--- src/hdl/sensor_channel_table_statistics_defines.svh ---
// Assertion macros for the sensor channel table statistics block.
`ifndef SENSOR_CHANNEL_TABLE_STATISTICS_DEFINES_SVH
`define SENSOR_CHANNEL_TABLE_STATISTICS_DEFINES_SVH

// Same-cycle implication, checked outside reset.
`define SCTS_ASSERT_NOW(label, clk, rstn, ante, cons, msg) \
    label: assert property (@(posedge clk) disable iff (!rstn) (ante) |-> (cons)) \
        else $error(msg);

// Next-cycle implication, checked outside reset.
`define SCTS_ASSERT_NEXT(label, clk, rstn, ante, cons, msg) \
    label: assert property (@(posedge clk) disable iff (!rstn) (ante) |=> (cons)) \
        else $error(msg);

`endif

--- src/hdl/scts_pkg.sv ---
// Shared constants and types for the sensor channel table statistics block.
package scts_pkg;

    localparam int CHANNEL_COUNT = 32;
    localparam int CH_IDX_W      = (CHANNEL_COUNT > 1) ? $clog2(CHANNEL_COUNT) : 1;
    localparam int TEMP_W        = 16;
    localparam int STATUS_W      = 2;
    localparam int CHAN_W        = 6;
    localparam int MASK_W        = 32;
    localparam int SUM_W         = TEMP_W + CH_IDX_W;
    localparam int CNT_W         = $clog2(CHANNEL_COUNT + 1);
    localparam int STEP_W        = $clog2(SUM_W + 1);

    localparam logic [STATUS_W-1:0] STATUS_OK   = 2'd0;
    localparam logic [STATUS_W-1:0] STATUS_OPEN = 2'd1;

    localparam logic [1:0] ACT_WRITE_TEMP   = 2'd0;
    localparam logic [1:0] ACT_WRITE_STATUS = 2'd1;

    localparam logic RC_OK  = 1'b0;
    localparam logic RC_OOB = 1'b1;

    typedef struct packed {
        logic                     valid;
        logic signed [TEMP_W-1:0] lo;
        logic signed [TEMP_W-1:0] hi;
        logic signed [SUM_W-1:0]  sum;
        logic [CNT_W-1:0]         count;
    } acc_t;

    typedef struct packed {
        logic                     wr_temp;
        logic                     wr_status;
        logic signed [TEMP_W-1:0] temperature;
        logic [STATUS_W-1:0]      status;
    } cell_wr_t;

endpackage

--- src/hdl/scts_cell.sv ---
// One channel cell: holds a channel's entry and folds it into the passing statistics.
module scts_cell (
    input  logic                             aclk,
    input  logic                             aresetn,
    input  scts_pkg::cell_wr_t               wr,
    input  scts_pkg::acc_t                   acc_in,
    output scts_pkg::acc_t                   acc_out,
    output logic signed [scts_pkg::TEMP_W-1:0] temperature,
    output logic [scts_pkg::STATUS_W-1:0]    status
);
    import scts_pkg::*;

    logic signed [TEMP_W-1:0] temp_reg;
    logic [STATUS_W-1:0]      status_reg;
    acc_t                     acc_reg;
    acc_t                     acc_next;

    always_comb begin
        acc_next = acc_in;
        if (status_reg == STATUS_OK) begin
            acc_next.count = acc_in.count + CNT_W'(1);
            acc_next.sum   = acc_in.sum + SUM_W'(temp_reg);
            if ((acc_in.count == '0) || (temp_reg < acc_in.lo)) begin
                acc_next.lo = temp_reg;
            end
            if ((acc_in.count == '0) || (temp_reg > acc_in.hi)) begin
                acc_next.hi = temp_reg;
            end
        end
    end

    always_ff @(posedge aclk) begin
        if (!aresetn) begin
            temp_reg      <= '0;
            status_reg    <= STATUS_OK;
            acc_reg.valid <= 1'b0;
        end else begin
            if (wr.wr_temp) begin
                temp_reg <= wr.temperature;
            end
            if (wr.wr_status) begin
                status_reg <= wr.status;
            end
            acc_reg <= acc_next;
        end
    end

    assign acc_out     = acc_reg;
    assign temperature = temp_reg;
    assign status      = status_reg;

endmodule

--- config.mk ---
export PLATFORM = sky130hd
export DESIGN_NAME = scts_cell
export DESIGN_NICKNAME = d
export VERILOG_FILES = /design/src/hdl/sensor_channel_table_statistics_defines.svh /design/src/hdl/scts_pkg.sv /design/src/hdl/scts_cell.sv
export SDC_FILE = /design/constraint.sdc
export NUM_CORES = 1
export LEC_CHECK = 0
export BUFFER_PORTS_ARGS = -buffer_cell sky130_fd_sc_hd__buf_2
export CORE_MARGIN = 3
export CORE_UTILIZATION = 52
export DETAILED_ROUTE_END_ITERATION = 16
export PLACE_DENSITY_LB_ADDON = 0.05
export REMOVE_ABC_BUFFERS = 1
export SYNTH_ARGS = -nofsm -noshare
export SYNTH_HDL_FRONTEND = slang
export SYNTH_SLANG_ARGS = --single-unit
--- constraint.sdc ---
create_clock -name aclk -period 5.6 [get_ports aclk]
set_input_delay 0.28 -clock aclk [delete_from_list [all_inputs] [get_ports aclk]]
set_output_delay 0.28 -clock aclk [all_outputs]
set_load 0.005 [all_outputs]
* Yosys cells after proc, flatten, opt, wreduce, memory -nomap -nowiden
Cells that the tools add are included. W data, S select, Z words.
Storage, ports and cells: word-level logic and storage cells 18, register bits 78, output and inout port bits 78
Operators by class: reductions and logical operators 4, order comparisons 2, multiplexer cells 3, add/sub/neg operators 2
Operators with widths (number):
- $mux W59 | 1
- $mux W16 | 2
- $add A21 B16 Y21 | 1
- $gt A16 B16 Y1 | 1
- $lt A16 B16 Y1 | 1
- $add A6 B1 Y6 const B | 1
- $logic_not A6 Y1 | 1
- $logic_not A2 Y1 | 1
- $logic_or A1 B1 Y1 | 2

* Logic depth before layout (Yosys ltp)
word-level depth 4, mapped depth 10, gate-level depth less buffers 9

* Worst setup path before layout
No wires, ideal clock.
path type flip-flop to flip-flop, start register temp_reg[1], in the netlist temperature[1], end register acc_reg, in the netlist acc_out[33] (data pin), required time 5340 ps, setup slack 3190 ps, stages on the path, launching flop included 10, clock period less this slack 2410 ps, buffers on the path 1, data arrival time 2150 ps, library setup time 260 ps, cell sequence dfxtp_1 -> ha_1 -> nor2b_1 -> o211ai_2 -> a21oi_1 -> o22ai_2 -> nor2_1 -> a211oi_4 -> buf_12 -> mux2_4
RTL lines:
- start: declaration | RTL line scts_cell.sv:13 | logic signed [TEMP_W-1:0] temp_reg;
- start signal: assignment | RTL line scts_cell.sv:39 | temp_reg <= wr.temperature;
- end signal: assignment | RTL line scts_cell.sv:44 | acc_reg <= acc_next;
- end: declaration | RTL line scts_cell.sv:15 | acc_t acc_reg;

==> flow_summary_export.csv <==
group,metric,value,unit
cells_and_area,antenna_cells,0,
synthesis,synthMuxAreaShare,11.8,%
clock_tree,clock_path_buffers,2,
synthesis,synthArstFlopShare,0,%
timing,fin_crit_sh,54.7,%
synthesis,synthAdderAreaFrac,13.1,%
clock_tree,ctsResizeCount,0,
synthesis,syn_avg_cell_area,10.7,um2
synthesis,synthDistinctLibCells,57,
synthesis,synth_edf_count,59,
timing,hold_violations,0,
synthesis,ys_ff_latch,78,
place,dp_hpwl,9290,um
drt,wl,12100,um
grt,use_met2,35.7,%
cells_and_area,mostFrequentLayoutCell,"buf_2",
clock_tree,clkSlewWorstSetupHoldPaths,0.08,ns
synthesis,synthesis.area,0.00520,mm2
job,drv_cap,0,
die,placementRows,35,
drt,dr_total_vias,4159,
synthesis,synthFlopType,"edfxtp_1",
critical_path,end_kind,"register",
pwr,power.density,252,mW/mm2
critical_path,start_kind,"register",
clock_tree,clock_sinks,78,
drt,drc,0,
grt,grtUsageMet1,28.4,%
timing,max-slew-margin-rel,32.1,%
cells_and_area,final_area,0.00626,mm2
place,gp_congestion,0.853,
synthesis,synth_top_family_by_area,"compound AO/OA/AOI/OAI gates",
place,place_area,0.00606,mm2
clock_tree,clockRootBuffer,"clkbuf_8",
synthesis,seq_area_frac_synth,41.4,%
synthesis,synth_simple_gate_area_share,12.0,%
die,dieArea,0.0112,mm2
timing,fmax,326,MHz
timing,rsz0062_at_grt,"no",
place,io_buffers,159,
critical_path,reg2reg_depth,7,
critical_path,cp_top_family,"compound AO/OA/AOI/OAI gates",
timing,slew_viol_final,0,
critical_path,cp.arrival,3.17,ns
clock_tree,clk_latency,0.35,ns
drt,wl_per_cell,15.8,um
grt,globalRouteMet3Util,4.19,%
die,io_pins,160,
grt,busiest_layer,"met2",
critical_path,worstPathBufferInverterCount,0,
place,dpl.cell_count,754,
critical_path,path_cells,"ha_1 -> nand4_1 -> nor2_2 -> a21oi_2 -> and2_4 -> a211oi_4 -> mux2_2",
cells_and_area,nNetsFinal,772,
grt,grt_max_degree,79,
cells_and_area,area_growth,20.5,%
pwr,power.leakage,3.02,nW
critical_path,worstReg2RegStart,"temperature[15]",
die,start_util,55.0,%
timing,finalSetupTns,0,ns
clock_tree,tritoncts,"built",
hold_path,hp-class,"primary input to register",
cells_and_area,layout_common_cells,"buf_2, edfxtp_1, ha_1, nand2_1, inv_1",
grt,antenna_found_initial,1,
timing,worst_pin_slew,1.02,ns
clock_tree,cts_buffers,9,
die,die_x,106,um
grt,first_global_vias,3936,
drt,dr.pass1.iters,4,
pwr,max-vdd-ir-drop,152,uV
synthesis,synth_compound_area_share,13.6,%
synthesis,synth_xor_area_share,3.20,%
critical_path,r2r_slack,2.54,ns
cells_and_area,final_cells,770,
timing,finalSetupViolCount,0,
grt,overflow,0,
cells_and_area,largest_reg_flops,60,
clock_tree,postCtsSetupBuffers,0,
synthesis,netlist_instances,484,
clock_tree,cts_max_level,3,
critical_path,slowest_delay,0.85,ns
critical_path,critPathKind,"register to register",
status,outcome,"complete, no violations",
grt,grt_pass1_wl,19300,um
drt,antenna_left,0,
die,die_h,106,um
cells_and_area,layout-drive-gt1-share,34.0,%
hold_path,whs_endpoint,"acc_out[59]",
timing,period_needed,3.06,ns
drt,viasPerCell,5.40,
hold_path,worstHoldPathCells,2,
critical_path,cp_slowest_cell,"a211oi_4",
die,core_area,0.00946,mm2
synthesis,yosysWarnings,0,
grt,track_usage,21.4,%
drt,drt_iter0_drc,194,
critical_path,cp.required,5.70,ns
critical_path,reg2reg_to,"acc_out[30]",
critical_path,crit_fanout,16,
timing,clock_skew,0.0146,ns
clock_tree,holdBufCountCts,0,
hold_path,min_from,"acc_in[59]",
metrics by stage:
step / worst slack (ns) / hold WS, ns / util, % / total power, mW
after floorplan: 2.87 / 0.392 / - / 0.970
after global placement: 2.64 / 0.485 / 64.0 / 1.11
after detailed placement: 2.51 / 0.489 / 64.0 / 1.12
after CTS: 2.52 / 0.124 / 66.2 / 1.58
after global routing: 2.35 / 0.143 / 66.2 / 1.65
final: 2.54 / 0.137 / 66.2 / 1.58
metal layers:
layer  routed length (um)  part of all wire [%]  up-vias
met1                 5500                    45     1929
met5                   20                  0.16        -
met4                  202                   1.7        2
met2                 5700                    47      132
met3                  715                   5.9       18
li1                     -                     -     2078
final cells by class:
type                            instances  area (um2)
Fill cell                             786        3190
Multi-Input combinational cell        350        2800
Sequential cell                        78        2150
Timing Repair Buffer                  161         813
Tap cell                              129         161
Clock buffer                           12         135
Inverter                               36         135
Clock inverter                          4        72.6
how the worst max path moves through the flow:
| stage | from | end | depth (start not counted) |
|---|---|---|---|
| floorplan | status[0] | acc_out[27] | 5 |
| global placement | temperature[15] | acc_out[30] | 7 |
| detailed placement | temperature[15] | acc_out[27] | 7 |
| CTS | temperature[15] | acc_out[30] | 7 |
| global route | temperature[15] | acc_out[28] | 7 |
| finish | temperature[15] | acc_out[30] | 7 |
Yosys cell counts (all sizes together) (8+ instances only):
| library cell | n | share of area (%) |
|---|---|---|
| edfxtp | 59 | 34 |
| xnor2 | 10 | 1.7 |
| clkbuf | 16 | 1.2 |
| xor2 | 9 | 1.5 |
| nand4 | 16 | 1.9 |
| nor2 | 17 | 1.3 |
| o21ai | 27 | 2.6 |
| dfxtp | 19 | 7.3 |
| mux2i | 18 | 3.5 |
| a21oi | 31 | 3.1 |
| nor2b | 21 | 2.5 |
| a21o | 8 | 1.2 |
| nand2 | 43 | 3.1 |
| ha | 53 | 13 |
| mux2 | 32 | 8.4 |
| inv | 36 | 2.6 |
kinds of logic (layout without fill, tap and decap cells):
kind of cell | count (synthesis) | after routing
AND/OR/NAND/NOR | 122 | 122
XOR/XNOR | 19 | 19
adder cells (fa/ha/maj) | 54 | 54
AO/OA/AOI/OAI | 105 | 105
buffers and inverters | 56 | 213
multiplexers | 50 | 50
flip-flops | 78 | 78
report_power, final:
part,internal [mW],total [mW],switching (mW)
clock,0.251,0.466,0.215
sequential,0.692,0.721,0.0292
combinational,0.194,0.389,0.196
Power figures use the tool's default switching activity.
