$ cat src/hdl/sensor_channel_table_statistics_defines.svh
// Assertion macros for the sensor channel table statistics block.
`ifndef SENSOR_CHANNEL_TABLE_STATISTICS_DEFINES_SVH
`define SENSOR_CHANNEL_TABLE_STATISTICS_DEFINES_SVH

// Same-cycle implication, checked outside reset.
`define SCTS_ASSERT_NOW(label, clk, rstn, ante, cons, msg) \
    label: assert property (@(posedge clk) disable iff (!rstn) (ante) |-> (cons)) \
        else $error(msg);

// Next-cycle implication, checked outside reset.
`define SCTS_ASSERT_NEXT(label, clk, rstn, ante, cons, msg) \
    label: assert property (@(posedge clk) disable iff (!rstn) (ante) |=> (cons)) \
        else $error(msg);

`endif

$ cat src/hdl/scts_pkg.sv
// Shared constants and types for the sensor channel table statistics block.
package scts_pkg;

    localparam int CHANNEL_COUNT = 32;
    localparam int CH_IDX_W      = (CHANNEL_COUNT > 1) ? $clog2(CHANNEL_COUNT) : 1;
    localparam int TEMP_W        = 16;
    localparam int STATUS_W      = 2;
    localparam int CHAN_W        = 6;
    localparam int MASK_W        = 32;
    localparam int SUM_W         = TEMP_W + CH_IDX_W;
    localparam int CNT_W         = $clog2(CHANNEL_COUNT + 1);
    localparam int STEP_W        = $clog2(SUM_W + 1);

    localparam logic [STATUS_W-1:0] STATUS_OK   = 2'd0;
    localparam logic [STATUS_W-1:0] STATUS_OPEN = 2'd1;

    localparam logic [1:0] ACT_WRITE_TEMP   = 2'd0;
    localparam logic [1:0] ACT_WRITE_STATUS = 2'd1;

    localparam logic RC_OK  = 1'b0;
    localparam logic RC_OOB = 1'b1;

    typedef struct packed {
        logic                     valid;
        logic signed [TEMP_W-1:0] lo;
        logic signed [TEMP_W-1:0] hi;
        logic signed [SUM_W-1:0]  sum;
        logic [CNT_W-1:0]         count;
    } acc_t;

    typedef struct packed {
        logic                     wr_temp;
        logic                     wr_status;
        logic signed [TEMP_W-1:0] temperature;
        logic [STATUS_W-1:0]      status;
    } cell_wr_t;

endpackage

$ cat src/hdl/scts_div.sv
// Iterative signed-by-unsigned divider for the average, one quotient bit per cycle.
module scts_div (
    input  logic                              aclk,
    input  logic                              aresetn,
    input  logic                              start,
    input  logic signed [scts_pkg::SUM_W-1:0] dividend,
    input  logic [scts_pkg::CNT_W-1:0]        divisor,
    output logic                              done,
    output logic signed [scts_pkg::TEMP_W-1:0] quotient
);
    import scts_pkg::*;

    logic                busy_reg;
    logic                done_reg;
    logic [STEP_W-1:0]   step_reg;
    logic                neg_reg;
    logic                zero_reg;
    logic [CNT_W-1:0]    den_reg;
    logic [CNT_W:0]      rem_reg;
    logic [SUM_W-1:0]    quo_reg;
    logic [CNT_W:0]      rem_shift;
    logic                fits;
    logic [SUM_W-1:0]    mag;
    logic [SUM_W-1:0]    q_signed;

    assign mag       = dividend[SUM_W-1] ? (~dividend + SUM_W'(1)) : dividend;
    assign rem_shift = {rem_reg[CNT_W-1:0], quo_reg[SUM_W-1]};
    assign fits      = rem_shift >= {1'b0, den_reg};

    always_ff @(posedge aclk) begin
        if (!aresetn) begin
            busy_reg <= 1'b0;
            done_reg <= 1'b0;
            step_reg <= '0;
        end else begin
            done_reg <= 1'b0;
            if (start) begin
                busy_reg <= 1'b1;
                step_reg <= '0;
                neg_reg  <= dividend[SUM_W-1];
                zero_reg <= (divisor == '0);
                den_reg  <= divisor;
                rem_reg  <= '0;
                quo_reg  <= mag;
            end else if (busy_reg) begin
                rem_reg  <= fits ? (rem_shift - {1'b0, den_reg}) : rem_shift;
                quo_reg  <= {quo_reg[SUM_W-2:0], fits};
                step_reg <= step_reg + STEP_W'(1);
                if (step_reg == STEP_W'(SUM_W - 1)) begin
                    busy_reg <= 1'b0;
                    done_reg <= 1'b1;
                end
            end
        end
    end

    assign q_signed = neg_reg ? (~quo_reg + SUM_W'(1)) : quo_reg;
    assign quotient = zero_reg ? '0 : q_signed[TEMP_W-1:0];
    assign done     = done_reg;

endmodule

$ cat config.mk
export PLATFORM = sky130hd
export DESIGN_NAME = scts_div
export DESIGN_NICKNAME = d
export VERILOG_FILES = /design/src/hdl/sensor_channel_table_statistics_defines.svh /design/src/hdl/scts_pkg.sv /design/src/hdl/scts_div.sv
export SDC_FILE = /design/constraint.sdc
export NUM_CORES = 1
export LEC_CHECK = 0
export BUFFER_PORTS_ARGS = -buffer_cell sky130_fd_sc_hd__buf_4
export CORE_ASPECT_RATIO = 1.2
export CORE_MARGIN = 10
export CORE_UTILIZATION = 40
export DETAILED_ROUTE_END_ITERATION = 12
export SKIP_LAST_GASP = 1
export SYNTH_ARGS = -nofsm -noshare
export SYNTH_HDL_FRONTEND = slang
export SYNTH_SLANG_ARGS = --single-unit
$ cat constraint.sdc
create_clock -name aclk -period 2.6 [get_ports aclk]
set_clock_uncertainty 0.1 [all_clocks]
set_input_delay 0.13 -clock aclk [delete_from_list [all_inputs] [get_ports aclk]]
set_output_delay 0.13 -clock aclk [all_outputs]
set_load 0.01 [all_outputs]
### Word level (Yosys, flattened, before mapping)

Cells that the tools add are included.

| word-level totals | value |
|---|---|
| register bits after elaboration | 42 |
| latch bits | 0 |
| RAM bits | 0 |
| ROM bits | 0 |
| output and inout bits | 17 |
| logic and storage cells | 35 |
| memories kept | 0 |

| cells by class | value |
|---|---|
| add/sub/neg operators | 4 |
| $mul | 0 |
| divide/modulo/power cells | 0 |
| magnitude comparators | 1 |
| eq/ne operators | 1 |
| shift operators | 0 |
| mux-type cells | 11 |
| bitwise operators | 4 |
| reductions and logical operators | 6 |

Operator list:

| operator | number |
|---|---|
| 2-to-1 mux 21 bit | 3 |
| 2-to-1 mux 16 bit | 2 |
| adder 21 x 2 -> 21 bit (second input constant) | 1 |
| inverter 21 bit | 1 |
| adder 16 x 1 -> 16 bit (second input constant) | 1 |
| inverter 16 bit | 1 |
| 2-to-1 mux 6 bit | 2 |
| greater-or-equal comparator 7 x 6 -> 1 bit | 1 |
| zero test 6 bit | 1 |
| subtractor 6 bit | 1 |
| adder 5 x 1 -> 5 bit (second input constant) | 1 |
| == test 5 bit (second input constant) | 1 |
| 2-to-1 mux 1 bit | 4 |
| AND reduction 2 bit | 2 |
| OR reduction 3 bit | 1 |
| inverter 1 bit | 2 |
| nonzero test 2 bit | 1 |
| OR reduction 2 bit | 1 |

### Depth between registers and ports, before layout

| logic depth | value |
|---|---|
| depth after elaboration | 4 |
| gate-level depth with buffers | 8 |
| mapped depth without buffers | 8 |

### Worst setup path before layout

Ideal clock, no wire load.

| path | value |
|---|---|
| kind | input to register |
| from | input dividend[15] (netlist name) |
| to | register quo_reg[19], data pin |
| setup time | 0.270 ns |
| arrival time | 1.665 ns |
| required time | 2.230 ns |
| slack | 0.565 ns |
| stages | 5 |
| path through | or4_2 -> or4_1 -> o21ai_0 -> xor2_1 -> a21oi_1 |

| between the ends | value |
|---|---|
| word-level cells in the longest chain between the ends | 4 |

Ends and longest elaborated chain:

| item | line | RTL |
|---|---|---|
| start, declared | scts_div.sv:6 | `input logic signed [scts_pkg::SUM_W-1:0] dividend,` |
| inverter 21 bit | scts_div.sv:26 | `assign mag = dividend[SUM_W-1] ? (~dividend + SUM_W'(1)) : dividend;` |
| adder 21 x 2 -> 21 bit | scts_div.sv:26 |  |
| 2-to-1 mux 21 bit | scts_div.sv:26 |  |
| 2-to-1 mux 21 bit | scts_div.sv:37 | `if (start) begin` |
| end signal, assigned | scts_div.sv:44 | `quo_reg <= mag;` |
| end signal, assigned | scts_div.sv:47 | `quo_reg <= {quo_reg[SUM_W-2:0], fits};` |
| end, declared | scts_div.sv:20 | `logic [SUM_W-1:0] quo_reg;` |

No other way between the ends.
A chain may end at the register's enable or synchronous reset.

### Final worst setup path

| path | value |
|---|---|
| from | register quo_reg[7] |
| to | output quotient[14] (netlist name) |

| between the ends | value |
|---|---|
| word-level cells in the longest chain between the ends | 4 |

Ends and longest elaborated chain:

| item | line | RTL |
|---|---|---|
| inverter 16 bit | scts_div.sv:57 | `assign q_signed = neg_reg ? (~quo_reg + SUM_W'(1)) : quo_reg;` |
| adder 16 x 1 -> 16 bit | scts_div.sv:57 |  |
| 2-to-1 mux 16 bit | scts_div.sv:57 |  |
| 2-to-1 mux 16 bit | scts_div.sv:58 | `assign quotient = zero_reg ? '0 : q_signed[TEMP_W-1:0];` |
| end, declared | scts_div.sv:9 | `output logic signed [scts_pkg::TEMP_W-1:0] quotient` |

No other way between the ends.

==> qor.yml <==
slew_violations: 0
antenna_found_initial: 0
max_cap_violations: 0
clk_pin_slew_ns: 0.09
synth_xor_area_frac: 0.121
die_h_um: 111
drtPass1Iterations: 4
rows: 33
fin_tns_setup_ns: 0
synth_common_cells: "nor2_1, edfxtp_1, xor2_1, a21oi_1"
fp.dieArea_um2: 10600
p_per_area_nw_per_um2: 540
synthToLayoutAreaGrowth_pct: 22.9
critPathCapture: "quotient[14]"
route.detailed.drc: 0
required_ns: 2.37
power_leakage_nw: 1.35
grt_pass1_vias: 2164
synth_compound_area_frac: 0.147
cts-root-buf: "clkbuf_8"
insertion_delay_ns: 0.29
synthArstFlopShare: 0
antenna_cells: 0
hpwl_mm: 4.66
final_hold_viol_count: 0
cts_tree: "yes"
synth_top_family_by_area: "simple AND/OR/NAND/NOR gates"
synth_edf_count: 35
hold_slack_ns: 0.0276
cp-start-kind: "flip-flop"
grt_start_max_net_pins: 47
viasPerCell: 5.11
synth_cell_types: 44
wirelength_mm: 6.04
synthCells: 285
clock_sinks: 42
path_cells: "or4_1 > o31ai_2 > nand2_1 > xnor2_1 > nor2_1 > buf_4"
peakVddDrop_uv: 339
cp.depth: 6
synthesis.nets: 327
wl_per_cell_um: 14.3
post_cts_buffers: 0
ctsLongestPathBuffers: 2
yosysTopAreaCellShare: 0.383
worst-endpoint-arrival_ns: 2.09
antenna_left: 0
routabilityCongestion: 0.816
wl_met2_mm: 2.59
r2r_setup_slack_ns: 0.52
path_class: "flip-flop to output port"
startpoint: "quo_reg[7]$_DFFE_PP_"
ios: 47
synth.ff_latch_count: 42
netlist_area_um2: 2750
worst_pin_slew_ns: 0.446
avgSynthCellArea_um2: 9.63
crit_fanout: 6
top_layer: "met4"
grt_usage: 0.118
io_buffer_count: 46
finalNetCount: 377
start_util: 0.405
yosys_warnings: 0
largest_reg_flops: 21
drt_iter0_markers: 170
drive_above_1_share: 0.190
h-tree-depth: 2
synthTopCellsByArea: "edfxtp_1, xor2_1, nor2_1"
die_x_um: 95.6
vias: 2161
cp-end-kind: "output port"
r2r_end: "rem_reg[3]$_SDFFCE_PP0P_"
rsz0062_at_grt: "no"
slew-limit-headroom: 0.700
max_stage_delay_ns: 0.52
path_delay_family: "simple AND/OR/NAND/NOR gates"
synthAdderAreaFrac: 0.0574
finalCritPeriodShare: 0.892
register_area_um2: 1190
grt_pass1_wl_mm: 10.3
multi_input_area_um2: 1460
fillers: 673
ys_seq_area_frac: 0.434
m1WireLength_mm: 3.01
yosysMostFrequentCell: "nor2_1"
synth_mux_area_frac: 0.0223
overflow: 0
critPathSlowestCell: "or4_1"
fin_crit_ns: 2.32
dr_wl_met3_um: 291
ys.flop_type: "edfxtp_1"
synth_top_area_cell: "edfxtp_1"
synth-simple-area-share: 0.182
fmax_ghz: 0.431
status: "completed"
hold_path.class: "input pin to flip-flop"
worstPathBufferInverterCount: 1
rr_worst_depth: 7
worstReg2RegStart: "rem_reg[3]$_SDFFCE_PP0P_"
setup_violations: 0
coreArea_um2: 6770
numCtsBuffers: 5
==> repair_timing <==
action | 4_1_cts | 5_1_grt
endpoints found under the hold margin | 6 | 0
resized for setup | 0 | 1
hold buffers | 6 | 0
endpoints found under the setup margin | 0 | 2
==> kinds of logic after synthesis <==
group	Yosys count
AND/OR/NAND/NOR	99
adder cells (fa/ha/maj)	12
multiplexers	6
XOR/XNOR	38
buffers and inverters	26
flip-flops	42
AO/OA/AOI/OAI	62
==> worst min-delay path by stage <==
stage | start | endpoint | slack, ns | depth (start not counted)
2_1_floorplan | divisor[0] | den_reg[0]$_DFFE_PP_ | 0.13 | 0
4_1_cts | aresetn | done$_SDFF_PP0_ | 0.02 | 2
3_5_place_dp | divisor[5] | den_reg[5]$_DFFE_PP_ | 0.22 | 1
5_1_grt | aresetn | done$_SDFF_PP0_ | 0.02 | 2
3_3_place_gp | divisor[5] | den_reg[5]$_DFFE_PP_ | 0.22 | 1
6_report | aresetn | done$_SDFF_PP0_ | 0.03 | 2
==> final cells by class <==
| class | instances | area share |
|---|---|---|
| well taps | 87 | 0.0323 |
| clock inverters | 3 | 0.0204 |
| multi-input cells | 217 | 0.433 |
| clock buffers | 5 | 0.0204 |
| inverters | 15 | 0.0167 |
| repair buffers | 54 | 0.125 |
| flip-flops and latches | 42 | 0.353 |
==> cell usage in the layout (no fill, tap or decap), types with 5 or more instances in the layout <==
cell type,instances
o21ai_0,12
o31ai_1,5
dlygate4sd3_1,6
nor2_1,47
mux2i_1,5
buf_4,48
ha_1,11
or4_1,5
clkbuf_8,5
inv_1,15
xor2_1,29
nand2_1,15
dfxtp_1,7
o41ai_1,6
nor2b_1,5
xnor2_1,9
edfxtp_1,35
a21oi_1,20
==> metal layers <==
| metal | GRT usage | vias up |
|---|---|---|
| li1 | - | 1120 |
| met3 | 0.0251 | 8 |
| met1 | 0.163 | 983 |
| met4 | 0.0483 | 0 |
| met2 | 0.171 | 50 |
| met5 | 0 | - |
==> power by group <==
group	internal, mW	switching (mW)
Combinational	0.179	0.190
Sequential	0.788	0.0447
Clock	0.385	0.235
==> per-stage QoR <==
stage	setup slack [ns]	instances	total power, mW	instance area, µm²	util
6_report	0.280	423	1.82	3370	0.498
5_1_grt	0.0713	423	1.91	3370	0.498
3_3_place_gp	0.378	409	1.21	3170	0.468
2_1_floorplan	0.565	285	1.07	2750	-
3_5_place_dp	0.376	409	1.21	3170	0.468
4_1_cts	0.143	423	1.84	3370	0.498
Power figures use the tool's default switching activity.
